**config.mk**
```make
export PLATFORM = sky130hd
export DESIGN_NAME = pcd_divsqrt
export DESIGN_NICKNAME = d
export VERILOG_FILES = /design/src/rtl/core/pcd_pkg.sv /design/src/rtl/core/pcd_divsqrt.sv
export SDC_FILE = /design/constraint.sdc
export NUM_CORES = 1
export LEC_CHECK = 0
export BUFFER_PORTS_ARGS = -buffer_cell sky130_fd_sc_hd__buf_2
export CAP_MARGIN = 5
export CELL_PAD_IN_SITES_DETAIL_PLACEMENT = 2
export CELL_PAD_IN_SITES_GLOBAL_PLACEMENT = 2
export CORE_AREA = 8 8 267 269
export CTS_BUF_LIST = sky130_fd_sc_hd__clkbuf_2 sky130_fd_sc_hd__clkbuf_4 sky130_fd_sc_hd__clkbuf_8
export DETAILED_ROUTE_END_ITERATION = 8
export DIE_AREA = 0 0 275 277
export GPL_ROUTABILITY_DRIVEN = 0
export PLACE_DENSITY = 0.81
export SLEW_MARGIN = 10
export SYNTH_ARGS = -nofsm -noshare
export SYNTH_HDL_FRONTEND = slang
export SYNTH_SLANG_ARGS = --single-unit
```
**constraint.sdc**
```tcl
create_clock -name clk -period 13.7 [get_ports clk]
set_input_delay 2.055 -clock clk [delete_from_list [all_inputs] [get_ports clk]]
set_output_delay 2.055 -clock clk [all_outputs]
set_load 0.005 [all_outputs]
```
**src/rtl/core/pcd_pkg.sv**
```systemverilog
// ----------------------------------------------------------------------------
// Packed Cholesky package
// Shared constants, types and index helpers for the packed Cholesky block.
// ----------------------------------------------------------------------------
package pcd_pkg;

  localparam int MAX_ORDER = 8;
  localparam int TRI_SIZE  = MAX_ORDER * (MAX_ORDER + 1) / 2;
  localparam int IDX_W     = $clog2(TRI_SIZE);
  localparam int CNT_W     = $clog2(TRI_SIZE + 1);
  localparam int ORD_W     = 4;
  localparam int ROW_W     = $clog2(MAX_ORDER + 1);
  localparam int Q_SHIFT   = 24;
  localparam int ACC_W     = 64;

  localparam logic [31:0] Q_MAX = 32'h7FFF_FFFF;
  localparam logic [31:0] Q_MIN = 32'h8000_0000;

  // Register indexes on the configuration port
  localparam logic [0:0] REG_ORDER = 1'b0;

  // Command and response between the sequencer and the arithmetic unit
  typedef enum logic [1:0] {
    OP_DIV  = 2'd0,
    OP_SQRT = 2'd1
  } pcd_op_t;

  typedef struct packed {
    logic              start;
    pcd_op_t           op;
    logic signed [63:0] resid;
    logic signed [31:0] pivot;
  } pcd_cmd_t;

  typedef struct packed {
    logic        done;
    logic [31:0] result;
  } pcd_rsp_t;

  // Packed offset of the first element of a row
  function automatic logic [IDX_W-1:0] row_base(input logic [ROW_W-1:0] r);
    logic [15:0] t;
    t = 16'(r) * (16'(r) + 16'd1);
    return IDX_W'(t >> 1);
  endfunction

  // Order in use: zero maps to one, overlarge maps to the maximum
  function automatic logic [ROW_W-1:0] clamp_order(input logic [ORD_W-1:0] o);
    if (o == '0) return ROW_W'(1);
    if (32'(o) > MAX_ORDER) return ROW_W'(MAX_ORDER);
    return ROW_W'(o);
  endfunction

endpackage

```
**src/rtl/core/pcd_divsqrt.sv**
```systemverilog
// ----------------------------------------------------------------------------
// Packed Cholesky divide / root unit
// Shared iterative unit: saturating Q8.24 quotient (one bit per cycle) or
// Q8.24 square root (one result bit per cycle).
// ----------------------------------------------------------------------------
module pcd_divsqrt (
  input  logic            clk,
  input  logic            rst_n,
  input  pcd_pkg::pcd_cmd_t cmd,
  output pcd_pkg::pcd_rsp_t rsp
);
  import pcd_pkg::*;

  logic        busy_r, busy_nxt;
  pcd_op_t     op_r, op_nxt;
  logic [5:0]  step_r, step_nxt;
  logic        neg_r, neg_nxt;
  logic [63:0] rem_r, rem_nxt;     // divide: partial remainder; root: radicand
  logic [63:0] num_r, num_nxt;     // divide: shifted numerator bits
  logic [31:0] den_r, den_nxt;
  logic [63:0] root_r, root_nxt;
  logic [63:0] bit_r, bit_nxt;
  logic [31:0] quo_r, quo_nxt;
  logic        done_r, done_nxt;
  logic [31:0] res_r, res_nxt;

  logic [63:0] ar;
  logic [64:0] trial;
  logic [63:0] rsh;

  always_comb begin
    busy_nxt = busy_r;
    op_nxt   = op_r;
    step_nxt = step_r;
    neg_nxt  = neg_r;
    rem_nxt  = rem_r;
    num_nxt  = num_r;
    den_nxt  = den_r;
    root_nxt = root_r;
    bit_nxt  = bit_r;
    quo_nxt  = quo_r;
    done_nxt = 1'b0;
    res_nxt  = res_r;
    ar       = cmd.resid[63] ? (64'd0 - 64'(cmd.resid)) : 64'(cmd.resid);
    trial    = '0;
    rsh      = '0;
    if (!busy_r) begin
      // Load a new operation; handle the saturating cases at once
      if (cmd.start) begin
        op_nxt = cmd.op;
        if (cmd.op == OP_DIV) begin
          if (cmd.pivot <= 0 || ar >= ({32'd0, cmd.pivot} << 7)) begin
            done_nxt = 1'b1;
            res_nxt  = (cmd.resid > 0) ? Q_MAX : (cmd.resid < 0) ? Q_MIN : 32'd0;
          end else begin
            // quotient < 2^31, numerator = ar << 24 (< 2^63)
            busy_nxt = 1'b1;
            neg_nxt  = cmd.resid[63];
            num_nxt  = ar << Q_SHIFT;
            den_nxt  = cmd.pivot;
            rem_nxt  = 64'd0;
            quo_nxt  = '0;
            step_nxt = 6'd63;
          end
        end else begin
          if (cmd.resid >= (64'sd1 <<< 38)) begin
            done_nxt = 1'b1;
            res_nxt  = Q_MAX;
          end else begin
            busy_nxt = 1'b1;
            rem_nxt  = 64'(cmd.resid) << Q_SHIFT;
            root_nxt = '0;
            bit_nxt  = 64'd1 << 62;
            step_nxt = 6'd31;
          end
        end
      end
    end else if (op_r == OP_DIV) begin
      // Restoring division: one numerator bit per cycle
      rsh   = {rem_r[62:0], num_r[63]};
      trial = {1'b0, rsh} - {33'd0, den_r};
      num_nxt = {num_r[62:0], 1'b0};
      if (!trial[64]) begin
        rem_nxt = trial[63:0];
        quo_nxt = {quo_r[30:0], 1'b1};
      end else begin
        rem_nxt = rsh;
        quo_nxt = {quo_r[30:0], 1'b0};
      end
      if (step_r == 6'd0) begin
        busy_nxt = 1'b0;
        done_nxt = 1'b1;
        res_nxt  = neg_r ? (32'd0 - quo_nxt) : quo_nxt;
      end
      step_nxt = step_r - 6'd1;
    end else begin
      // Digit-by-digit root: one result bit per cycle
      trial = {1'b0, rem_r} - {1'b0, root_r + bit_r};
      if (!trial[64]) begin
        rem_nxt  = trial[63:0];
        root_nxt = (root_r >> 1) + bit_r;
      end else begin
        root_nxt = root_r >> 1;
      end
      bit_nxt = bit_r >> 2;
      if (step_r == 6'd0) begin
        busy_nxt = 1'b0;
        done_nxt = 1'b1;
        res_nxt  = root_nxt[31:0];
      end
      step_nxt = step_r - 6'd1;
    end
  end

  always_ff @(posedge clk) begin
    if (!rst_n) begin
      busy_r <= 1'b0;
      done_r <= 1'b0;
    end else begin
      busy_r <= busy_nxt;
      done_r <= done_nxt;
    end
    op_r   <= op_nxt;
    step_r <= step_nxt;
    neg_r  <= neg_nxt;
    rem_r  <= rem_nxt;
    num_r  <= num_nxt;
    den_r  <= den_nxt;
    root_r <= root_nxt;
    bit_r  <= bit_nxt;
    quo_r  <= quo_nxt;
    res_r  <= res_nxt;
  end

  assign rsp.done   = done_r;
  assign rsp.result = res_r;

endmodule

```
==> results.md <==
- CTS Sinks: 306
- Post CTS Setup Buffer Count: 0
- Unique masters post-synth: 98
- Synthesized area per cell: 8.98 um2
- Drt first-iter violations: 1,599
- Port Buffers: 133
- Synth Area in Simple Gates: 0.183
- Global route overflow: 0
- Placed cell count: 3,854
- Period utilization: 0.698
- Yosys reg bits: 306
- Mapped Cells: 2,949
- Max-Cap Viols: 0
- Die W: 275 um
- CP Launch Type: input port
- Largest family of logic cells by synthesized area: compound AO/OA/AOI/OAI gates
- Post-synthesis adder-cell area fraction: 0.0951
- # nets final: 3,350
- First-pass GRT wire length: 164 mm
- Vias post-DR: 25,022
- Multiplexer share of the synthesized area: 0.0214
- Fmax achieved: 105 MHz
- Post-synth EDFFs: 304
- Routed length per placed instance: 27.0 um
- Complex-gate fraction of the synthesized area: 0.223
- Sequential area share after synthesis: 0.346
- Worst-skew pair later-pin latency: 0.67 ns
- Total GRT Usage: 0.272
- Die ar.: 0.0762 mm2
- Max-slew headroom: 0.101
- CP Data Required Time: 13.99 ns
- Worst vdd ir: 0.0973 mV
- Clk slew on worst S/H paths: 0.06 ns
- Commonest non-fill, non-tap cell in the layout: edfxtp_1
- Asr flop ratio synth: 0
- Post-detail-place hpwl: 81.5 mm
- # rows: 95
- Post-Route Skew: 0.0332 ns
- Cell Area, Synth: 0.0265 mm2
- P_leak: 0.0108 uW
- Clk buf depth: 3
- Initial antenna violation count: 3
- Non-Filler Instances: 3,974
- Cts bufs inserted: 66
- Synth Area in XOR/XNOR: 0.0943
- Area grow syn2layout: 10.4%
- Net Count, Synth: 3,250
- Layout cell share with drive strength beyond 1: 0.123
- Setup TNS: 0 ns
- Number of global-route vias before repair: 27,378
- RSZ-0062 raised after global routing: false
- Crit. End Element: register
- Synth Flop Type: edfxtp_1
- Core ar.: 0.0668 mm2
- H-tree Lvls: 3
- Post-CTS Resized: 0
- PwrDens: 118 mW/mm2
- Final hold vios: 0
- Final core occ: 0.437
- Die height: 277 um
- I/O pin count: 134
- Synth Warn #: 0
- Clock root buffer: clkbuf_8
- Largest net degree at the start of global routing: 76
- Final-report max-slew violation count: 0
- Vias/cell: 6.30
- Router iterations before antenna repair: 5
- Top fanout value on the critical path: 40
- Starting Density: 0.396
- Drc violations: 0
- Final wirelength: 107 mm
- Status: complete, no violations
- Type of the worst setup path: in2reg
- Commonest non-fill, non-tap cells in the layout: 304 x edfxtp_1, 255 x nand2_1, 239 x nor2_1
- Post-route ant nets: 0
- Worst hold margin: 0.555 ns
- TritonCTS clock tree: yes
- Worst-margin pin slew: 1.34 ns
- CP arrival: 9.85 ns
- Minimum clock period: 9.56 ns
- Number of hold buffers added after CTS: 0
- # setup viols final: 0
- Min-delay worst type: reg2reg
==> routing by layer <==
| layer | wire [um] | vias up | part of all wire | track usage |
|---|---|---|---|---|
| met4 | 5160 | 0 | 0.048 | 0.127 |
| met1 | 42400 | 12755 | 0.40 | 0.311 |
| li1 | - | 11320 | - | - |
| met5 | 0 | - | 0 | 0 |
| met2 | 55000 | 683 | 0.51 | 0.496 |
| met3 | 4620 | 264 | 0.043 | 0.0363 |
==> cell families (layout without fill, tap and decap cells) <==
group                    after synthesis  after routing
AO/OA/AOI/OAI                        890            890
XOR/XNOR                             285            285
adder cells (fa/ha/maj)              200            200
buffers and inverters                244            392
flip-flops                           306            306
multiplexers                          52             52
other                                  0              4
AND/OR/NAND/NOR                      972            972
==> final cells by class <==
| class | count | area [um2] |
|---|---|---|
| inverters | 117 | 442 |
| diodes | 4 | 10.0 |
| flip-flops and latches | 306 | 9170 |
| multi-input cells | 2399 | 16400 |
| clock inverters | 31 | 186 |
| well taps | 873 | 1090 |
| fillers | 7397 | 37600 |
| clock buffers | 85 | 1060 |
| repair buffers | 159 | 861 |
==> critical path: stages <==
cell	delay [ns]
buf_2	0.14
or4_1	0.63
nor4_1	0.98
nand4_1	0.33
or2_2	0.41
o41ai_1	0.42
xnor2_1	0.21
ha_1	0.29
a21o_1	0.18
a21oi_1	0.23
nand3b_1	0.20
nor4bb_1	0.41
a211oi_1	0.15
nor4_1	0.78
a21oi_1	0.27
o21ai_1	0.60
a21boi_4	0.89
buf_4	0.63
==> registers in the layout, summed over array words and instances, names as in the netlist, 6 cells and up <==
register  flops
rem_r        64
root_r       64
num_r        40
bit_r        32
den_r        32
res_r        32
quo_r        31
step_r        6
==> cell usage after synthesis, drive strengths merged (27+ instances only) <==
cell type | number | share of area
nor2 | 243 | 0.035
a31oi | 55 | 0.013
xnor2 | 160 | 0.053
edfxtp | 304 | 0.34
nor4 | 44 | 0.011
nand2b | 33 | 0.0078
xor2 | 125 | 0.041
a21o | 58 | 0.017
clkbuf | 113 | 0.016
nand3 | 50 | 0.0095
nor3 | 65 | 0.012
and2 | 79 | 0.019
or3 | 27 | 0.0070
o21bai | 47 | 0.013
a21oi | 204 | 0.039
o21ai | 189 | 0.036
a211oi | 45 | 0.013
mux2 | 36 | 0.015
nand2 | 258 | 0.037
o221ai | 35 | 0.012
inv | 117 | 0.017
nand4 | 55 | 0.013
ha | 198 | 0.094
o31ai | 38 | 0.011
or4 | 27 | 0.0078
==> metrics by stage <==
stage          setup WS (ns)  cell area, um2  total power (uW)
2_1_floorplan           2.29           26500              2010
5_1_grt                 3.83           29200              3600
6_report                4.14           29200              3440
3_3_place_gp            4.43           28000              2360
3_5_place_dp            3.91           28000              2430
4_1_cts                 4.42           29200              3450
==> report_power, final <==
part           switching [uW]  total, uW  internal [uW]
Combinational             808       1250            443
Sequential               75.6       1180           1110
Clock                     475       1000            527
Total                    1360       3440           2080
==> worst paths after layout <==
check                               start         to  slack, ns  cells after the start
worst min-delay path            num_r[48]  num_r[49]       0.55                      1
worst max-delay path              cmd[38]   rem_r[1]       4.14                     18
worst min register to register  num_r[48]  num_r[49]       0.55                      1
worst max register to register  root_r[2]   res_r[3]       5.65                     24
(Power assumes the default switching activity.)
